### config.mk
export PLATFORM = sky130hd
export DESIGN_NAME = lgs_row_cell
export DESIGN_NICKNAME = d
export VERILOG_FILES = /design/src/rtl/lgs_pkg.sv /design/src/rtl/lgs_row_cell.sv
export SDC_FILE = /design/constraint.sdc
export NUM_CORES = 1
export LEC_CHECK = 0
export BUFFER_PORTS_ARGS = -buffer_cell sky130_fd_sc_hd__buf_2
export CAP_MARGIN = 20
export CORE_MARGIN = 10
export CORE_UTILIZATION = 45
export CTS_BUF_LIST = sky130_fd_sc_hd__clkbuf_16
export DETAILED_ROUTE_END_ITERATION = 7
export GPL_TIMING_DRIVEN = 0
export PLACE_DENSITY = 0.85
export SYNTH_ARGS = -nofsm -noshare
export SYNTH_HDL_FRONTEND = slang
export SYNTH_SLANG_ARGS = --single-unit
### constraint.sdc
create_clock -name clk -period 1.5 [get_ports clk]
set_input_delay 0.075 -clock clk [delete_from_list [all_inputs] [get_ports clk]]
set_output_delay 0.075 -clock clk [all_outputs]
set_load 0.005 [all_outputs]
### src/rtl/lgs_pkg.sv
// Shared constants, types and codes for the toroidal life grid block.
// Used by lgs_row_cell, lgs_row_rule and life_generation_step.
// No dependencies.
`default_nettype none

package lgs_pkg;

	localparam int MAX_ROWS = 32;
	localparam int MAX_COLS = 64;

	localparam int ROW_W = $clog2(MAX_ROWS);
	localparam int COL_W = $clog2(MAX_COLS);

	// Register widths; the saturated sizes fit in the same widths.
	localparam int ROWS_CFG_W = 6;
	localparam int COLS_CFG_W = 7;
	localparam int CFG_DATA_W = 7;
	localparam int CFG_IDX_W  = 2;

	localparam logic [ROWS_CFG_W-1:0] MIN_ROWS = ROWS_CFG_W'(3);
	localparam logic [COLS_CFG_W-1:0] MIN_COLS = COLS_CFG_W'(3);
	localparam logic [ROWS_CFG_W-1:0] TOP_ROWS = ROWS_CFG_W'(MAX_ROWS);
	localparam logic [COLS_CFG_W-1:0] TOP_COLS = COLS_CFG_W'(MAX_COLS);
	localparam logic [ROWS_CFG_W-1:0] RST_ROWS = ROWS_CFG_W'(25);
	localparam logic [COLS_CFG_W-1:0] RST_COLS = COLS_CFG_W'(51);

	localparam logic [CFG_IDX_W-1:0] CFG_ROWS = CFG_IDX_W'(0);
	localparam logic [CFG_IDX_W-1:0] CFG_COLS = CFG_IDX_W'(1);

	localparam logic [1:0] OP_WRITE = 2'd0;
	localparam logic [1:0] OP_STEP  = 2'd1;
	localparam logic [1:0] OP_READ  = 2'd2;

	typedef logic [MAX_COLS-1:0] row_t;

	// Control of one row cell in the ring.
	typedef struct packed {
		logic shift;
		logic load;
	} cell_ctrl_t;

endpackage

`default_nettype wire

### src/rtl/lgs_row_cell.sv
// One cell of the row ring: holds one grid row and takes its neighbor's row on a shift.
// Depends on lgs_pkg.
`default_nettype none

module lgs_row_cell
	import lgs_pkg::*;
(
	input  wire logic       clk,
	input  wire logic       arst_n,
	input  wire cell_ctrl_t ctrl,
	input  wire row_t       shift_in,
	input  wire row_t       load_row,
	output row_t            row_out
);

	row_t row_q;

	always_ff @(posedge clk or negedge arst_n) begin
		if (!arst_n) begin
			row_q <= '0;
		end else if (ctrl.load) begin
			row_q <= load_row;
		end else if (ctrl.shift) begin
			row_q <= shift_in;
		end
	end

	assign row_out = row_q;

endmodule

`default_nettype wire

Yosys cells after proc, flatten, opt, wreduce, memory -nomap -nowiden:

Cells that the tools add are included.

* bitwise gates (word level): 0
* shift-type cells: 0
* reductions and logical operators: 1
* equal/unequal tests: 0
* muxes and demuxes: 2
* add/subtract/negate cells: 0
* divide/modulo/power cells: 0
* order comparisons: 0
* multiply operators: 0

Operators with widths (count)
* two-way mux 64 bit: 2
* nonzero test 2 bit: 1

* memories kept: 0
* memory bits (read-only): 0
* register bits after elaboration: 64
* latch bits: 0
* RAM bits: 0

Logic depth before layout (Yosys ltp):

* depth in word-level cells: 2
* gate-level depth with buffers: 4
* depth with buffers taken out: 2

Least setup slack after synthesis:

Ideal clock, no wire load.

* kind: input to register
* start point: in ctrl[1] (netlist name)
* end point: reg row_q[10] (netlist: row_out[10])
* setup time: 0.132 ns
* arrival time: 0.622 ns
* slack: 0.746 ns
* stages on the path: 4
* cells stage by stage: buf_6 > buf_8 > mux2i_1 > o21ai_1

* cells in the longest elaborated chain, start to end: 1

Ends and longest elaborated chain
* from (decl): line lgs_row_cell.sv:10 `input wire cell_ctrl_t ctrl,`
* nonzero test 2 bit (no source line)
* to (signal assigned): line lgs_row_cell.sv:22 `row_q <= load_row;`
* to (signal assigned): line lgs_row_cell.sv:24 `row_q <= shift_in;`
* to (decl): line lgs_row_cell.sv:16 `row_t row_q;`

No other way between the ends.
A chain may end at the register's enable or synchronous reset.

==> results.py <==
metrics = {
    "run_status": {
        "status": "finished clean",
    },
    "detailed_routing": {
        "drcViolationCount": 0,
        "ant_nets": 0,
        "wl_per_cell_um": 17.7,
        "routed_wl_um": 11100,
        "firstDrtPassIters": 5,
        "avgViaCountPerCell": 4.96,
        "num_vias": 3103,
        "dr.first_iter.drc_count": 65,
    },
    "clocking": {
        "post_cts_buffers": 0,
        "cts_made_buffers": 9,
        "cts_tree": "done",
        "clockRootBuffer": "clkbuf_16",
        "h-tree-depth": 3,
        "path_clk_slew_ns": 0.05,
        "cts.repair.resized": 0,
        "clock_path_buffers": 2,
        "clk_latency_ns": 0.32,
        "clkSinkCount": 64,
        "ctsHoldBuffers": 60,
    },
    "timing": {
        "fin_crit_sh": 0.673,
        "fin_setup_tns_ns": 0,
        "rsz0062_at_grt": "false",
        "final-hold-violation-count": 0,
        "tightest_slew_ns": 0.726,
        "fin_crit_ns": 1.01,
        "setup_violations": 0,
        "max_freq_mhz": 991,
        "finalClockSkew_ns": 0,
        "worst_slack_ns": 0.491,
        "slew_headroom": 0.516,
        "whs_ns": 0.00152,
        "final_max_slew_viol_count": 0,
    },
    "layout": {
        "largest_reg_flops": 64,
        "final_cell_mix": "197 x buf_2, 64 x mux2i_1, 64 x nand2_1, 64 x dfrtp_1",
        "final_area_mm2": 0.00493,
        "stdcell_count": 626,
        "drive_gt1_frac": 0.401,
        "area_delta_synth_final_pct": 66.4,
        "final_common_cell": "buf_2",
        "final_util": 0.773,
        "layout.nets": 674,
    },
    "synthesis": {
        "synth_top_cell_area_share": 0.540,
        "ys_seq_elements": 64,
        "syn_area_per_cell_um2": 10.7,
        "yosysTopAreaCell": "dfrtp_1",
        "synth_nets": 409,
        "synthTopCellsByArea": "dfrtp_1 54%, mux2i_1 22%, o21ai_1 10%, nand2_1 8.1%, buf_8 3.0%",
        "synth_area_mm2": 0.00297,
        "syn_inst": 277,
        "seq_area_frac_synth": 0.540,
        "ys_warn_count": 0,
        "synth_cell_types": 10,
    },
    "die": {
        "io_pins": 196,
        "dieArea_mm2": 0.0102,
        "die_w_um": 101,
        "die_h_um": 101,
        "rows": 29,
        "core_area_mm2": 0.00639,
        "floorplan.initialDensity": 0.464,
    },
    "grt": {
        "grt_overflow": 0,
        "use_met1": 0.233,
        "grt_util_all_layers": 0.211,
        "antenna_found_initial": 1,
        "grt_pass1_wl_um": 17300,
        "use_met2": 0.376,
        "use_met3": 0.0667,
        "busiest_layer": "met2",
        "grt_pass1_vias": 3388,
        "grt_start_max_net_pins": 35,
    },
    "hold_path": {
        "hp-start": "load_row[1]",
        "holdCritPathClass": "input port to flop",
    },
    "worst_setup_path": {
        "reg2reg_slack_ns": 0.72,
        "worstSetupStartpoint": "arst_n",
        "r2r_end": "row_out[44]",
        "critPathKind": "input port to async pin",
        "cp-endpoint": "row_out[57]",
        "start_kind": "input port",
        "r2r-start": "row_out[44]",
        "cp-end-kind": "async pin",
        "reg2reg_depth": 2,
        "arrival_ns": 1.52,
        "required_ns": 2.01,
        "cp_max_fo": 34,
    },
    "placement": {
        "pre_cts_slack_ns": 0.556,
        "hpwl_um": 7760,
        "dpl-instance-area_mm2": 0.00405,
        "dp.cells": 548,
        "port_buffers": 193,
        "place.gp.congestion": 0.764,
    },
    "power_and_ir_drop": {
        "report.power.total_mw": 4.85,
        "ir_drop_mv": 0.682,
        "power.leakage_nw": 2.64,
        "power.density_mw_per_mm2": 984,
    },
    "flow_run": {
        "max-cap-violations": 0,
    },
}
## how the worst min path moves through the flow
stage	slack (ns)	cells past startpoint	end
floorplan	-0.22	0	row_out[0]
global placement	0.28	3	row_out[63]
detailed placement	0.16	1	row_out[37]
CTS	0.0006	3	row_out[1]
global route	0.02	3	row_out[56]
finish	0.002	3	row_out[1]
## final cells by class
class,count,area (um^2)
Antenna cell,3,7.51
Buffer,21,163
Clock buffer,9,225
Clock inverter,6,52.6
Fill cell,424,1450
Multi-Input combinational cell,192,1200
Sequential cell,64,1600
Tap cell,77,96.3
Timing Repair Buffer,254,1590
## kinds of logic (layout without fill, tap and decap cells)
| logic type | after synthesis | after routing | share of synthesized area |
|---|---|---|---|
| compound gates | 64 | 64 | 0.108 |
| mux | 64 | 64 | 0.216 |
| flops | 64 | 64 | 0.540 |
| simple gates | 64 | 64 | 0.0810 |
| buf+inv | 21 | 290 | 0.0549 |
| other cells | 0 | 3 | 0 |
## cells in the mapped netlist (all sizes together)
cell,number
dfrtp,64
o21ai,64
mux2i,64
nand2,64
buf,12
clkbuf,9
## report_power, final
group | internal [mW] | switching (mW)
Sequential | 1.89 | 0.0891
Combinational | 0.514 | 0.422
Clock | 1.25 | 0.685
## metal layers
metal | vias to the layer above | share of wire
li1 | 1489 | -
met1 | 1457 | 0.37
met2 | 140 | 0.53
met3 | 17 | 0.091
met4 | 0 | 0.015
met5 | - | 0
## critical path: stages
cell           delay (ns)
dlygate4sd3_1        0.53
buf_2                0.59
buf_12               0.29
No activity file was read; power rests on OpenSTA's default activity.
