===== config.mk =====
export PLATFORM = sky130hd
export DESIGN_NAME = lgs_row_rule
export DESIGN_NICKNAME = d
export VERILOG_FILES = /design/src/rtl/lgs_pkg.sv /design/src/rtl/lgs_row_rule.sv
export SDC_FILE = /design/constraint.sdc
export NUM_CORES = 1
export LEC_CHECK = 0
export ABC_CLOCK_PERIOD_IN_PS = 15000
export BUFFER_PORTS_ARGS = -buffer_cell sky130_fd_sc_hd__buf_2
export CORE_MARGIN = 2
export CORE_UTILIZATION = 50
export DETAILED_ROUTE_END_ITERATION = 8
export PLACE_DENSITY = 0.74
export SLEW_MARGIN = 15
export SYNTH_ARGS = -nofsm -noshare
export SYNTH_HDL_FRONTEND = slang
export SYNTH_SLANG_ARGS = --single-unit

===== constraint.sdc =====
create_clock -name vclk -period 15
set_clock_uncertainty 0.15 [all_clocks]
set_input_delay 3 -clock vclk [all_inputs]
set_output_delay 3 -clock vclk [all_outputs]
set_load 0.1 [all_outputs]

===== src/rtl/lgs_pkg.sv =====
// Shared constants, types and codes for the toroidal life grid block.
// Used by lgs_row_cell, lgs_row_rule and life_generation_step.
// No dependencies.
`default_nettype none

package lgs_pkg;

	localparam int MAX_ROWS = 32;
	localparam int MAX_COLS = 64;

	localparam int ROW_W = $clog2(MAX_ROWS);
	localparam int COL_W = $clog2(MAX_COLS);

	// Register widths; the saturated sizes fit in the same widths.
	localparam int ROWS_CFG_W = 6;
	localparam int COLS_CFG_W = 7;
	localparam int CFG_DATA_W = 7;
	localparam int CFG_IDX_W  = 2;

	localparam logic [ROWS_CFG_W-1:0] MIN_ROWS = ROWS_CFG_W'(3);
	localparam logic [COLS_CFG_W-1:0] MIN_COLS = COLS_CFG_W'(3);
	localparam logic [ROWS_CFG_W-1:0] TOP_ROWS = ROWS_CFG_W'(MAX_ROWS);
	localparam logic [COLS_CFG_W-1:0] TOP_COLS = COLS_CFG_W'(MAX_COLS);
	localparam logic [ROWS_CFG_W-1:0] RST_ROWS = ROWS_CFG_W'(25);
	localparam logic [COLS_CFG_W-1:0] RST_COLS = COLS_CFG_W'(51);

	localparam logic [CFG_IDX_W-1:0] CFG_ROWS = CFG_IDX_W'(0);
	localparam logic [CFG_IDX_W-1:0] CFG_COLS = CFG_IDX_W'(1);

	localparam logic [1:0] OP_WRITE = 2'd0;
	localparam logic [1:0] OP_STEP  = 2'd1;
	localparam logic [1:0] OP_READ  = 2'd2;

	typedef logic [MAX_COLS-1:0] row_t;

	// Control of one row cell in the ring.
	typedef struct packed {
		logic shift;
		logic load;
	} cell_ctrl_t;

endpackage

`default_nettype wire


===== src/rtl/lgs_row_rule.sv =====
// Next-generation logic for one row from its upper, own and lower rows, wrapped at the
// active column count. Columns outside the active area keep their value. Depends on lgs_pkg.
`default_nettype none

module lgs_row_rule
	import lgs_pkg::*;
(
	input  wire row_t                  up_row,
	input  wire row_t                  mid_row,
	input  wire row_t                  dn_row,
	input  wire logic [COLS_CFG_W-1:0] nc,
	output row_t                       next_row
);

	function automatic logic life_rule(input logic alive, input logic [3:0] n);
		logic res;
		if (alive) begin
			res = (n == 4'd2) || (n == 4'd3);
		end else begin
			res = (n == 4'd3);
		end
		return res;
	endfunction

	logic [COLS_CFG_W-1:0] nc_m1_full;
	logic [COL_W-1:0]      nc_m1;

	assign nc_m1_full = nc - COLS_CFG_W'(1);
	assign nc_m1      = nc_m1_full[COL_W-1:0];

	for (genvar c = 0; c < MAX_COLS; c++) begin : g_col
		logic       ul, ur, ml, mr, dl, dr;
		logic [3:0] cnt;

		if (c == 0) begin : g_left_wrap
			assign ul = up_row[nc_m1];
			assign ml = mid_row[nc_m1];
			assign dl = dn_row[nc_m1];
		end else begin : g_left
			assign ul = up_row[c-1];
			assign ml = mid_row[c-1];
			assign dl = dn_row[c-1];
		end

		if (c == MAX_COLS-1) begin : g_right_edge
			assign ur = up_row[0];
			assign mr = mid_row[0];
			assign dr = dn_row[0];
		end else begin : g_right
			logic wrap;
			assign wrap = (nc_m1 == COL_W'(c));
			assign ur = wrap ? up_row[0]  : up_row[c+1];
			assign mr = wrap ? mid_row[0] : mid_row[c+1];
			assign dr = wrap ? dn_row[0]  : dn_row[c+1];
		end

		assign cnt = {3'b0, ul} + {3'b0, up_row[c]} + {3'b0, ur}
			+ {3'b0, ml} + {3'b0, mr}
			+ {3'b0, dl} + {3'b0, dn_row[c]} + {3'b0, dr};

		assign next_row[c] = (COLS_CFG_W'(c) < nc) ? life_rule(mid_row[c], cnt) : mid_row[c];
	end

endmodule

`default_nettype wire


Word-level counts from Yosys, hierarchy flattened
Cells that the tools add are included.
{"block": "totals", "rom_bits": 0, "in_bits": 199, "reg_bits": 0, "ramBits": 0, "elab_cells": 1092, "memories": 0, "out_inout_bits": 64, "latch_bits": 0}
{"block": "classes", "reduce_logical": 65, "shifts": 0, "bitwise": 0, "order_cmp": 65, "mux": 323, "n_addsub": 449, "n_mul": 0, "div": 0, "n_eq_ne": 190}
{"cell": "4-bit by 1-bit adder with 4-bit output", "n": 256}
{"cell": "4-bit by 2-bit equality test with 1-bit output (second input constant)", "n": 128}
{"cell": "1-bit two-way mux", "n": 320}
{"cell": "3-bit by 1-bit adder with 4-bit output", "n": 64}
{"cell": "6-bit by 7-bit < comparator with 1-bit output (first input constant)", "n": 32}
{"cell": "2-bit by 1-bit adder with 3-bit output", "n": 64}
{"cell": "6-bit equality test (second input constant)", "n": 31}
{"cell": "1-bit by 1-bit adder with 2-bit output", "n": 64}
{"cell": "5-bit by 7-bit < comparator with 1-bit output (first input constant)", "n": 16}
{"cell": "6-bit by 5-bit equality test with 1-bit output (second input constant)", "n": 16}
{"cell": "1-bit logical OR", "n": 64}
{"cell": "4-bit by 7-bit < comparator with 1-bit output (first input constant)", "n": 8}
{"cell": "6-bit by 4-bit equality test with 1-bit output (second input constant)", "n": 8}
{"cell": "3-bit by 7-bit < comparator with 1-bit output (first input constant)", "n": 4}
{"cell": "6-bit by 3-bit equality test with 1-bit output (second input constant)", "n": 4}
{"cell": "1-bit binary-select mux with 6-bit select", "n": 3}
{"cell": "1-bit by 7-bit < comparator with 1-bit output (first input constant)", "n": 2}
{"cell": "2-bit by 7-bit < comparator with 1-bit output (first input constant)", "n": 2}
{"cell": "6-bit by 2-bit equality test with 1-bit output (second input constant)", "n": 2}
{"cell": "6-bit by 7-bit < comparator with 1-bit output (second input constant)", "n": 1}
{"cell": "6-bit by 1-bit equality test with 1-bit output (second input constant)", "n": 1}
{"cell": "6-bit logical NOT", "n": 1}
{"cell": "6-bit by 1-bit subtractor with 6-bit output (second input constant)", "n": 1}

Depth between registers and ports, before layout
{"block": "depth", "ltp_word": 14, "mapped_depth": 22, "ltp_nobuf": 18}

Worst setup path before layout
No wires, ideal clock.
{"block": "synth_path", "path_type": "in2out", "startpoint": "input nc[1]", "endpoint": "output next_row[0]", "arrival_ps": 9048, "path_slack_ps": 2802, "n_path_buf": 4, "path_stages": 21, "required_time_ps": 11850, "cell_sequence": "buf_4 -> clkbuf_1 -> inv_1 -> ha_1 -> buf_4 -> o21bai_1 -> a211oi_1 -> a21oi_1 -> buf_4 -> nor2_1 -> mux2_2 -> fa_1 -> inv_1 -> fa_1 -> fa_1 -> inv_1 -> ha_1 -> fa_1 -> o21ai_0 -> nand2_1 -> a21oi_1"}
{"block": "synth_between", "elab_chain_len": 14, "word_cells_on_any_way": 24, "cone_classes": "add/sub: 8; order compare: 1; eq/ne: 2; mux: 11; reduce/logical: 2"}
{"element": "start, declared", "line_no": "lgs_row_rule.sv:11", "source": "input wire logic [COLS_CFG_W-1:0] nc,"}
{"element": "6-bit by 1-bit subtractor with 6-bit output", "line_no": "lgs_row_rule.sv:28", "source": "assign nc_m1_full = nc - COLS_CFG_W'(1);"}
{"element": "1-bit binary-select mux with 6-bit select", "line_no": "lgs_row_rule.sv:36", "source": "assign ul = up_row[nc_m1];"}
{"element": "1-bit two-way mux (not written as such)", "line_no": "lgs_row_rule.sv:36"}
{"element": "1-bit by 1-bit adder with 2-bit output", "line_no": "lgs_row_rule.sv:57", "source": "assign cnt = {3'b0, ul} + {3'b0, up_row[c]} + {3'b0, ur}"}
{"element": "2-bit by 1-bit adder with 3-bit output", "line_no": "lgs_row_rule.sv:57"}
{"element": "3-bit by 1-bit adder with 4-bit output", "line_no": "lgs_row_rule.sv:58", "source": "+ {3'b0, ml} + {3'b0, mr}"}
{"element": "4-bit by 1-bit adder with 4-bit output", "line_no": "lgs_row_rule.sv:58"}
{"element": "4-bit by 1-bit adder with 4-bit output (3 in series)", "line_no": "lgs_row_rule.sv:59", "source": "+ {3'b0, dl} + {3'b0, dn_row[c]} + {3'b0, dr};"}
{"element": "4-bit by 2-bit equality test with 1-bit output, on equally long branches", "line_no": "lgs_row_rule.sv:18, lgs_row_rule.sv:20"}
{"element": "1-bit logical OR", "line_no": "lgs_row_rule.sv:18", "source": "res = (n == 4'd2) || (n == 4'd3);"}
{"element": "1-bit two-way mux", "line_no": "lgs_row_rule.sv:17", "source": "if (alive) begin"}
{"element": "1-bit two-way mux (*)", "line_no": "lgs_row_rule.sv:61", "source": "assign next_row[c] = (COLS_CFG_W'(c) < nc) ? life_rule(mid_row[c], cnt) : mid_row[c];"}
{"element": "end, declared", "line_no": "lgs_row_rule.sv:12", "source": "output row_t next_row"}
Every way passes the cells marked *; elsewhere a longest branch is shown, timed or not. The select of a mux whose other input is x is not followed.

Final worst setup path
Same ends and word-level chain as after synthesis.

==> results.txt <==
----------------------------------------------------
[STA]
  Setup-failing EPs final ... 0
  Final slew viol count ... 0
  Headroom to the max-slew limit ... 0.210
  Setup repair after global routing missed its margin ... false
  Hold violation count in the final report ... 0
  Peak clock frequency supported by timing ... ~80 MHz
  Min Clock Period, post-route ... about 12 ns
  Actual slew at the worst max-slew pin ... around 1.2 ns
  Final TNS setup ... 0 ns
  Crit share post-route ... 0.817

[Critical path]
  Crit path kind ... in -> out
  Biggest cell delay along the critical path ... 0.79 ns
  Number of logic stages on the critical path including buffering ... 18
  Number of buffers and inverters on the critical path ... 5
  Worst Setup Start Kind ... primary input
  Maximum fanout encountered on the critical timing path ... between 50 and 60
  Top delay family on crit path ... adder cells
  Cell breakdown of the critical path ... buf_2 -> inv_1 -> ha_4 -> buf_4 -> mux2_2 -> o22ai_1 -> a2111oi_0 -> nor4_1 -> mux2_2 -> fa_1 -> fa_1 -> inv_1 -> ha_1 -> fa_1 -> o21ai_0 -> nand2_1 -> a21oi_1 -> buf_2
  Cell type of the slowest stage on the worst timing path ... sky130_fd_sc_hd__ha_4
  Data arrival at the endpoint of the critical path ... 9.11 ns
  Crit path required time ... ~12 ns
  Endpoint of the worst setup timing path ... next_row[0]
  Critical Path End Type ... output port
  Startpoint of the most critical setup path ... nc[1]
  Most prevalent standard cell on the critical path ... sky130_fd_sc_hd__fa_1

[Route]
  Avg WL per Cell ... roughly 22 µm
  Iteration-0 DRC count of the detailed router ... 1200
  1st-pass router iterations ... 8
  Final Routed Wirelength ... 50500 µm
  Number of vias per cell ... ~6.2
  Overall via count from detail_route ... about 14k
  DRC errors left ... 0
  Antenna-violating nets left ... 0

[Placement]
  Placed Instances ... 2299
  HPWL after DPL ... 42100 µm
  Port bufs ... ~260
  Global placement routability congestion ... approximately 1

[GRT]
  Antenna violations before repair ... 6
  Number of global-route vias before repair ... 14.9k
  Total global-route track usage ... 0.319
  Largest net degree at the start of global routing ... a little under 70
  First-pass GRT wire length ... ~79000 µm
  Total congestion overflow after global routing ... 0

[Clock network]
  Hold buffer count at CTS ... 0
  Cts repair resizes ... 0
  Post-CTS setup buffer count ... 0

[Logic synthesis]
  Cell with the most instances after synthesis ... sky130_fd_sc_hd__fa_1
  Simple-gate portion of the synthesized area ... 0.103
  Post-synthesis area per instance ... roughly 9.0 µm²
  Main combinational cell family by area after synthesis ... adder cells
  Synthesized-area fraction occupied by adder cells ... 0.498
  Top-area cell type share of the netlist area ... 0.336
  Top post-synthesis cells by area ... sky130_fd_sc_hd__fa_1, sky130_fd_sc_hd__ha_1, sky130_fd_sc_hd__mux2i_1
  Mapped Nets ... roughly 2.4k
  Xor-xnor portion of the synthesized cell area ... 0.00501
  Most used standard cells in the synthesized netlist ... sky130_fd_sc_hd__fa_1, sky130_fd_sc_hd__a21oi_1, sky130_fd_sc_hd__inv_1
  Multiplexer share of the synthesized area ... 0.172
  Cell Area, Synth ... between 15000 and 20000 µm²
  Post-synth top area cell ... sky130_fd_sc_hd__fa_1
  Library cells used by synthesis ... 66
  Ys Warns ... 0
  Share of the synthesized area in compound gates (AO/OA/AOI/OAI) ... 0.149
  Mapped Cells ... around 1.7k
  Portion of the post-synthesis area used by sequential elements ... 0

[Die]
  Row count ... 63
  Chip width ... approximately 180 µm
  Total die area ... between 30000 and 40000 µm²
  I/O pin total ... ~260
  Initial standard-cell utilization of the core ... 0.511
  Die span in y ... around 180 µm
  Area of the placeable core ... slightly below 30000 µm²

[Finish]
  Number of nets in the layout ... around 2.6k
  Fraction of layout instances using a drive strength above 1 ... 0.196
  Clock buffer instance count of the final layout ... 0
  Fill cells ... between 2k and 3k
  Sequential cell count ... 0
  Filler-free cell count of the finished design ... between 2k and 2.5k
  Layout Area Growth over Synthesis ... 10.4%
  Storage cell area ... 0 µm²

[Run status]
  Outcome ... finished, final reports clean

[Hold path]
  Kind of path behind the tightest hold check ... in -> out

[Job]
  Max-cap check violation count ... 0

----------------------------------------------------
per-stage QoR:
stage	area, µm²	hold slack, ns	util	setup WS (ns)
final	16800	6.41	0.565	2.74
after global routing	16800	6.42	0.564	2.46
after floorplan	15200	6.29	-	2.80
after CTS	16800	6.41	0.564	2.90
after global placement	16800	6.41	0.564	2.95
after detailed placement	16800	6.41	0.564	2.90
cell families after synthesis:
group / after synthesis
compound gates: 398
xor+xnor: 7
fa+ha+maj: 453
buf+inv: 272
mux: 233
simple gates: 335
cell type report:
cell class | instances | area [µm²] | share of cell area
Multi-Input combinational cell | 1426 | 14100 | 0.841
Timing Repair Buffer | 274 | 1400 | 0.0832
Inverter | 209 | 785 | 0.0466
Tap cell | 390 | 488 | 0.0290
Antenna cell | 4 | 10.0 | 0.000595
metal layers:
metal	vias up	GRT usage	wire, µm
li1	6362	-	-
met2	801	0.508	23000
met4	2	0.153	2810
met1	7045	0.419	19500
met3	178	0.0561	5200
met5	-	0	14
worst min-delay path by stage:
stage / start / endpoint / slack (ns) / cells after the start
final: mid_row[62] / next_row[62] / 6.41 / 4
after global routing: mid_row[62] / next_row[62] / 6.42 / 4
after CTS: mid_row[62] / next_row[62] / 6.41 / 4
after detailed placement: mid_row[62] / next_row[62] / 6.41 / 4
after global placement: mid_row[62] / next_row[62] / 6.41 / 4
after floorplan: mid_row[47] / next_row[47] / 6.29 / 2
cells in the final DEF, fill, tap and decap left out, types with 3 or more instances in the layout:
master	instances
sky130_fd_sc_hd__a22oi_1	4
sky130_fd_sc_hd__a211oi_1	15
sky130_fd_sc_hd__diode_2	4
sky130_fd_sc_hd__nor2b_1	17
sky130_fd_sc_hd__a21o_1	6
sky130_fd_sc_hd__buf_2	263
sky130_fd_sc_hd__nor4_1	5
sky130_fd_sc_hd__mux2_1	14
sky130_fd_sc_hd__nand3_1	89
sky130_fd_sc_hd__inv_1	209
sky130_fd_sc_hd__xnor2_1	4
sky130_fd_sc_hd__mux2_2	61
sky130_fd_sc_hd__mux4_2	16
sky130_fd_sc_hd__fa_1	256
sky130_fd_sc_hd__nor2_1	49
sky130_fd_sc_hd__o22ai_1	17
sky130_fd_sc_hd__and2_1	11
sky130_fd_sc_hd__a2111oi_0	16
sky130_fd_sc_hd__nand2_1	135
sky130_fd_sc_hd__a21oi_1	216
sky130_fd_sc_hd__a31oi_1	5
sky130_fd_sc_hd__ha_1	196
sky130_fd_sc_hd__nand2b_1	3
sky130_fd_sc_hd__mux2i_1	142
sky130_fd_sc_hd__o21ai_0	95
sky130_fd_sc_hd__o21bai_1	4
sky130_fd_sc_hd__buf_4	11
sky130_fd_sc_hd__nor2_2	3
